==> config.mk <==
export PLATFORM = sky130hd
export DESIGN_NAME = escaped_packet_deframer
export DESIGN_NICKNAME = d
export VERILOG_FILES = /design/src/esc_pkg.sv /design/src/esc_cfg_regs.sv /design/src/esc_in_stage.sv /design/src/esc_parser.sv /design/src/esc_out_stage.sv /design/src/escaped_packet_deframer.sv
export SDC_FILE = /design/constraint.sdc
export NUM_CORES = 1
export LEC_CHECK = 0
export BUFFER_PORTS_ARGS = -buffer_cell sky130_fd_sc_hd__buf_4
export CAP_MARGIN = 20
export CELL_PAD_IN_SITES_DETAIL_PLACEMENT = 1
export CELL_PAD_IN_SITES_GLOBAL_PLACEMENT = 2
export CORE_MARGIN = 5
export CORE_UTILIZATION = 34
export CTS_CLUSTER_DIAMETER = 120
export DETAILED_ROUTE_END_ITERATION = 6
export PLACE_DENSITY_LB_ADDON = 0.1
export SLEW_MARGIN = 0
export SYNTH_ARGS = -nofsm -noshare
export SYNTH_HDL_FRONTEND = slang
export SYNTH_SLANG_ARGS = --single-unit
export TNS_END_PERCENT = 100
==> constraint.sdc <==
create_clock -name aclk -period 10 [get_ports aclk]
set_clock_uncertainty 0.05 [all_clocks]
set_input_delay 2 -clock aclk [delete_from_list [all_inputs] [get_ports aclk]]
set_output_delay 2 -clock aclk [all_outputs]
set_load 0.01 [all_outputs]
==> src/esc_pkg.sv <==
`timescale 1ns / 1ps
`default_nettype none
// esc_pkg: shared types and constants for the escaped packet deframer.
// No dependencies; imported by every module of the block.

package esc_pkg;

    localparam int unsigned PADDR_W = 3;
    localparam int unsigned PDATA_W = 32;

    localparam logic REG_SYNC = 1'b0;
    localparam logic REG_ESC  = 1'b1;

    localparam logic [7:0] SYNC_RESET = 8'hFF;
    localparam logic [7:0] ESC_RESET  = 8'hFD;

    typedef struct packed {
        logic [7:0] sync_value;
        logic [7:0] escape_value;
    } cfg_t;

    typedef struct packed {
        logic [7:0] command_code;
        logic [7:0] payload_length;
        logic [7:0] byte_index;
        logic [7:0] value;
        logic       last;
    } result_t;

endpackage

`default_nettype wire

==> src/esc_cfg_regs.sv <==
`timescale 1ns / 1ps
`default_nettype none
// esc_cfg_regs: APB register file holding the sync and escape byte values.
// Depends on esc_pkg.

module esc_cfg_regs
    import esc_pkg::*;
(
    input  wire logic               aclk,
    input  wire logic               aresetn,
    input  wire logic               psel,
    input  wire logic               penable,
    input  wire logic               pwrite,
    input  wire logic [PADDR_W-1:0] paddr,
    input  wire logic [PDATA_W-1:0] pwdata,
    output logic      [PDATA_W-1:0] prdata,
    output logic                    pready,
    output cfg_t                    cfg
);

    cfg_t cfg_reg;
    logic reg_sel;
    logic wr_en;

    assign pready  = 1'b1;
    assign reg_sel = paddr[2];
    assign wr_en   = psel && penable && pwrite;

    always_ff @(posedge aclk) begin
        if (!aresetn) begin
            cfg_reg.sync_value   <= SYNC_RESET;
            cfg_reg.escape_value <= ESC_RESET;
        end else if (wr_en) begin
            unique case (reg_sel)
                REG_SYNC: cfg_reg.sync_value   <= pwdata[7:0];
                REG_ESC:  cfg_reg.escape_value <= pwdata[7:0];
                default: ;
            endcase
        end
    end

    always_comb begin
        prdata = '0;
        unique case (reg_sel)
            REG_SYNC: prdata[7:0] = cfg_reg.sync_value;
            REG_ESC:  prdata[7:0] = cfg_reg.escape_value;
            default:  prdata = '0;
        endcase
    end

    assign cfg = cfg_reg;

endmodule

`default_nettype wire

==> src/esc_in_stage.sv <==
`timescale 1ns / 1ps
`default_nettype none
// esc_in_stage: input register for raw bytes from the serial link.
// Depends on esc_pkg.

module esc_in_stage
    import esc_pkg::*;
(
    input  wire logic       aclk,
    input  wire logic       aresetn,
    input  wire logic       s_valid,
    output logic            s_ready,
    input  wire logic [7:0] s_raw_byte,
    input  wire logic       advance,
    output logic            step_valid,
    output logic      [7:0] step_byte
);

    logic       in_valid_reg;
    logic       in_valid_next;
    logic [7:0] byte_reg;

    assign s_ready       = !in_valid_reg || advance;
    assign in_valid_next = s_valid || (in_valid_reg && !advance);

    always_ff @(posedge aclk) begin
        if (!aresetn) begin
            in_valid_reg <= 1'b0;
        end else begin
            in_valid_reg <= in_valid_next;
        end
    end

    always_ff @(posedge aclk) begin
        if (s_valid && s_ready) begin
            byte_reg <= s_raw_byte;
        end
    end

    assign step_valid = in_valid_reg && advance;
    assign step_byte  = byte_reg;

    a_hold_stalled: assert property (@(posedge aclk) disable iff (!aresetn)
        in_valid_reg && !advance |=> in_valid_reg && $stable(byte_reg))
        else $error("stalled input byte lost or changed");

endmodule

`default_nettype wire

==> src/esc_parser.sv <==
`timescale 1ns / 1ps
`default_nettype none
// esc_parser: sync hunt, unescape and packet field tracking, one byte per step.
// Depends on esc_pkg.

module esc_parser
    import esc_pkg::*;
(
    input  wire logic       aclk,
    input  wire logic       aresetn,
    input  wire cfg_t       cfg,
    input  wire logic       step_valid,
    input  wire logic [7:0] step_byte,
    output logic            emit,
    output result_t         result
);

    typedef enum logic [1:0] {
        PH_HUNT,
        PH_CMD,
        PH_LEN,
        PH_BODY
    } phase_t;

    phase_t     phase_reg, phase_next;
    logic       pend_reg, pend_next;
    logic [7:0] cmd_reg, cmd_next;
    logic [7:0] len_reg, len_next;
    logic [7:0] cnt_reg, cnt_next;
    logic [7:0] data_byte;
    logic       is_esc;

    assign is_esc    = (step_byte == cfg.escape_value);
    assign data_byte = pend_reg ? 8'(step_byte + 8'd1) : step_byte;

    always_comb begin
        phase_next = phase_reg;
        pend_next  = pend_reg;
        cmd_next   = cmd_reg;
        len_next   = len_reg;
        cnt_next   = cnt_reg;
        emit       = 1'b0;

        result.command_code   = cmd_reg;
        result.payload_length = len_reg;
        result.byte_index     = cnt_reg;
        result.value          = data_byte;
        result.last           = (cnt_reg == len_reg);

        if (step_valid) begin
            if (phase_reg == PH_HUNT) begin
                phase_next = (step_byte == cfg.sync_value) ? PH_CMD : PH_HUNT;
            end else if (is_esc) begin
                pend_next = 1'b1;
            end else begin
                pend_next = 1'b0;
                unique case (phase_reg)
                    PH_CMD: begin
                        cmd_next   = data_byte;
                        phase_next = PH_LEN;
                    end
                    PH_LEN: begin
                        len_next   = data_byte;
                        cnt_next   = 8'd0;
                        phase_next = PH_BODY;
                    end
                    PH_BODY: begin
                        emit = 1'b1;
                        if (cnt_reg != len_reg) begin
                            cnt_next = 8'(cnt_reg + 8'd1);
                        end else begin
                            phase_next = PH_HUNT;
                            cmd_next   = 8'd0;
                            len_next   = 8'd0;
                            cnt_next   = 8'd0;
                        end
                    end
                    default: phase_next = PH_HUNT;
                endcase
            end
        end
    end

    always_ff @(posedge aclk) begin
        if (!aresetn) begin
            phase_reg <= PH_HUNT;
            pend_reg  <= 1'b0;
            cmd_reg   <= 8'd0;
            len_reg   <= 8'd0;
            cnt_reg   <= 8'd0;
        end else begin
            phase_reg <= phase_next;
            pend_reg  <= pend_next;
            cmd_reg   <= cmd_next;
            len_reg   <= len_next;
            cnt_reg   <= cnt_next;
        end
    end

    a_last_ends: assert property (@(posedge aclk) disable iff (!aresetn)
        emit && result.last |=> phase_reg == PH_HUNT && !pend_reg)
        else $error("packet end did not return to hunting");

    a_index_range: assert property (@(posedge aclk) disable iff (!aresetn)
        phase_reg == PH_BODY |-> cnt_reg <= len_reg)
        else $error("body index past declared length");

    a_count_step: assert property (@(posedge aclk) disable iff (!aresetn)
        emit && !result.last |=> cnt_reg == 8'($past(cnt_reg) + 8'd1))
        else $error("body index did not advance");

endmodule

`default_nettype wire

==> src/esc_out_stage.sv <==
`timescale 1ns / 1ps
`default_nettype none
// esc_out_stage: result register toward the downstream channel.
// Depends on esc_pkg.

module esc_out_stage
    import esc_pkg::*;
(
    input  wire logic       aclk,
    input  wire logic       aresetn,
    input  wire logic       load,
    input  wire result_t    result,
    output logic            can_take,
    output logic            m_valid,
    input  wire logic       m_ready,
    output result_t         m_result
);

    logic    out_valid_reg;
    logic    out_valid_next;
    result_t res_reg;

    assign can_take       = !out_valid_reg || m_ready;
    assign out_valid_next = load || (out_valid_reg && !m_ready);

    always_ff @(posedge aclk) begin
        if (!aresetn) begin
            out_valid_reg <= 1'b0;
        end else begin
            out_valid_reg <= out_valid_next;
        end
    end

    always_ff @(posedge aclk) begin
        if (load) begin
            res_reg <= result;
        end
    end

    assign m_valid  = out_valid_reg;
    assign m_result = res_reg;

endmodule

`default_nettype wire

==> src/escaped_packet_deframer.sv <==
`timescale 1ns / 1ps
`default_nettype none
// Escaped packet deframer. Takes one raw byte per cycle on s_raw_byte and
// emits one item per payload byte and one for the checksum (m_last set).
// Throughput is one byte per cycle while m_ready is high. m_valid rises once an
// accepted byte has moved from the input register through the combinational
// unescape and parse logic into the result register. Sync, command,
// length and escape bytes produce no item. sync_value (0x0) and escape_value
// (0x4) are written over APB and take effect on the next byte processed.
// Depends on esc_pkg, esc_cfg_regs, esc_in_stage, esc_parser, esc_out_stage.

module escaped_packet_deframer
    import esc_pkg::*;
(
    input  wire logic               aclk,
    input  wire logic               aresetn,
    input  wire logic               psel,
    input  wire logic               penable,
    input  wire logic               pwrite,
    input  wire logic [PADDR_W-1:0] paddr,
    input  wire logic [PDATA_W-1:0] pwdata,
    output logic      [PDATA_W-1:0] prdata,
    output logic                    pready,
    input  wire logic               s_valid,
    output logic                    s_ready,
    input  wire logic [7:0]         s_raw_byte,
    output logic                    m_valid,
    input  wire logic               m_ready,
    output logic      [7:0]         m_command_code,
    output logic      [7:0]         m_payload_length,
    output logic      [7:0]         m_byte_index,
    output logic      [7:0]         m_value,
    output logic                    m_last
);

    cfg_t       cfg;
    logic       advance;
    logic       step_valid;
    logic [7:0] step_byte;
    logic       emit;
    result_t    result;
    result_t    m_result;

    esc_cfg_regs u_cfg (
        .aclk    (aclk),
        .aresetn (aresetn),
        .psel    (psel),
        .penable (penable),
        .pwrite  (pwrite),
        .paddr   (paddr),
        .pwdata  (pwdata),
        .prdata  (prdata),
        .pready  (pready),
        .cfg     (cfg)
    );

    esc_in_stage u_in (
        .aclk       (aclk),
        .aresetn    (aresetn),
        .s_valid    (s_valid),
        .s_ready    (s_ready),
        .s_raw_byte (s_raw_byte),
        .advance    (advance),
        .step_valid (step_valid),
        .step_byte  (step_byte)
    );

    esc_parser u_parser (
        .aclk       (aclk),
        .aresetn    (aresetn),
        .cfg        (cfg),
        .step_valid (step_valid),
        .step_byte  (step_byte),
        .emit       (emit),
        .result     (result)
    );

    esc_out_stage u_out (
        .aclk     (aclk),
        .aresetn  (aresetn),
        .load     (emit),
        .result   (result),
        .can_take (advance),
        .m_valid  (m_valid),
        .m_ready  (m_ready),
        .m_result (m_result)
    );

    assign m_command_code   = m_result.command_code;
    assign m_payload_length = m_result.payload_length;
    assign m_byte_index     = m_result.byte_index;
    assign m_value          = m_result.value;
    assign m_last           = m_result.last;

endmodule

`default_nettype wire
==> flow_summary.yaml <==
cells_and_area:
  antenna_cells: 0
  final_util_pct: 41.6
  largest_reg_flops: 33
  fin_nets: 478
  syn_to_final_growth_pct: 20.2
  finalNonFillerCells: 570
  drive_above_1_share_pct: 24.1
route:
  drt_iter0_drc: 87
  wire_per_inst_um: 16.2
  dr.pass1.iters: 4
  vias_per_cell: 4.74
  drc: 0
  routed_wl_um: 9260
  vias: 2702
  drtAntennaViolNets: 0
global_route:
  grtUsageTotal_pct: 13.7
  grt-ovfl-total: 0
  grt_pass1_wl_um: 15100
  grt_max_degree: 53
  antenna_found_initial: 0
  first_global_vias: 2821
sta:
  setup_viol: 0
  finalHoldViolCount: 0
  min_period_ps: 4740
  fmax_ghz: 0.211
  tightestPinTransition_ps: 735
  setup_ws_ps: 5260
  report.final.slew_viol_count: 0
  rsz0062_at_grt: "no"
  final.period_utilization_pct: 47.4
  tns_ps: 0
  max-slew-margin-rel_pct: 50.9
die:
  die_w_um: 118
  dieArea_mm2: 0.0138
  rows: 39
  dieHeight_um: 118
  io_pins: 118
  design.core.area_mm2: 0.0114
  start_util_pct: 34.6
clock_tree:
  cts_setup_buffers: 0
  numCtsBuffers: 9
  cts_sinks: 86
  cts_buffer_depth: 2
  cts-root-buf: "clkbuf_16"
  postCtsHoldBufs: 0
  path_clk_slew_ps: 70
  cts_tree: "done"
  clock_latency_ps: 340
  cts_resized: 0
  htree_levels: 3
yosys:
  async_flop_share_pct: 0
  ys_seq_area_share_pct: 54.3
  synth_top_area_cell: "edfxtp_1"
  synth_cells: 362
  synthTopCellsByArea: "edfxtp_1 (31%), dfxtp_1 (23%), nand2_1 (7.2%)"
  ys_top_cells_by_count: "nand2_1 (75), dfxtp_1 (45), edfxtp_1 (41)"
  synth_area_per_cell_um2: 10.9
  synth-edff-count: 41
  synth_most_common_cell: "nand2_1"
  ys_warn_count: 0
  yosys_register_bits: 86
  ys_types: 43
  synth_top_area_share_pct: 31.3
  synth_top_flop_cell: "dfxtp_1"
  netlist_area_mm2: 0.00393
min_path:
  hp-class: "register to register"
  min_from: "u_parser.cmd_reg[7]$_SDFFE_PN0P_"
critical_path:
  critPathCaptureType: "output port"
  crit_type: "primary input to output port"
  arrival_ps: 2690
  cp-start-kind: "primary input"
  worstPathRequired_ps: 7950
  r2r-start: "u_parser.phase_reg[0]$_SDFFE_PN0P_"
  critPathLaunch: "paddr[2]"
  worstPathMaxFanout: 11
pwr:
  power.total_w: 0.000793
  p_per_area_mw_per_mm2: 168
  ir_drop_uv: 72.2
  p_leak_nw: 1.75
status:
  outcome: "finished, final reports clean"
job:
  maxCapViolCount: 0
placed_design:
  gp_congestion: 0.734
  port_buffers: 66
  dp_hpwl_um: 6790
  dp.cells: 554
  place_ws_ps: 5270
-- report_power, final --
part / switching (W) / total (W) / leakage, nW / internal (W)
registers: 0.00000724 / 0.000380 / 0.685 / 0.000372
logic: 0.0000262 / 0.0000438 / 0.909 / 0.0000176
clock network: 0.000147 / 0.000369 / 0.155 / 0.000222
-- worst max-delay path: stages --
cell and delay, ps:
buf_4 180, mux2_2 360, buf_4 150
-- placed cells by master, fill, tap and decap left out, types with 11 or more instances in the layout --
cell,n
edfxtp_1,41
mux2i_1,11
xnor2_1,11
nand2_1,75
conb_1,25
dfxtp_1,45
buf_4,67
xor2_1,20
nor2_1,11
nand3_1,17
-- worst paths after layout --
path / to / slack [ps] / depth (start not counted)
worst max-delay path: prdata[4] / 5260 / 3
worst min-delay path: u_out.m_result[32]$_DFFE_PP_ / 390 / 0
worst max register to register: u_parser.len_reg[0]$_SDFFE_PN0P_ / 7510 / 6
worst min register to register: u_out.m_result[32]$_DFFE_PP_ / 390 / 0
-- stage by stage --
step | hold WS [ps] | area (µm²)
floorplan | 358 | 4020
global placement | 368 | 4400
detailed placement | 368 | 4400
CTS | 386 | 4720
global route | 407 | 4720
finish | 386 | 4720
-- metal layers --
| metal | GRT usage (%) | up-vias | wire length, µm |
|---|---|---|---|
| li1 | - | 1322 | - |
| met1 | 17.6 | 1297 | 4190 |
| met2 | 22.0 | 68 | 4470 |
| met3 | 2.93 | 15 | 404 |
| met4 | 6.24 | 0 | 195 |
| met5 | 0 | - | 0 |
-- logic make-up (layout without fill, tap and decap cells) --
| group | Yosys count | count (layout) | share of synthesized area (%) |
|---|---|---|---|
| other cells | 2 | 25 | 0.191 |
| compound gates | 32 | 32 | 6.05 |
| mux | 20 | 20 | 5.38 |
| fa+ha+maj | 6 | 6 | 1.91 |
| simple gates | 138 | 138 | 16.9 |
| xor+xnor | 31 | 31 | 6.91 |
| buf+inv | 47 | 89 | 8.41 |
| flops | 86 | 86 | 54.3 |
-- area by class of cell --
class / count / area, µm²
fill: 1286 / 6650
sequential: 86 / 2130
multi-input combinational: 252 / 1560
timing repair buffer: 67 / 503
clock buffer: 9 / 225
tap: 143 / 179
clock inverter: 7 / 104
inverter: 6 / 22.5
No activity file was read; power rests on OpenSTA's default activity.
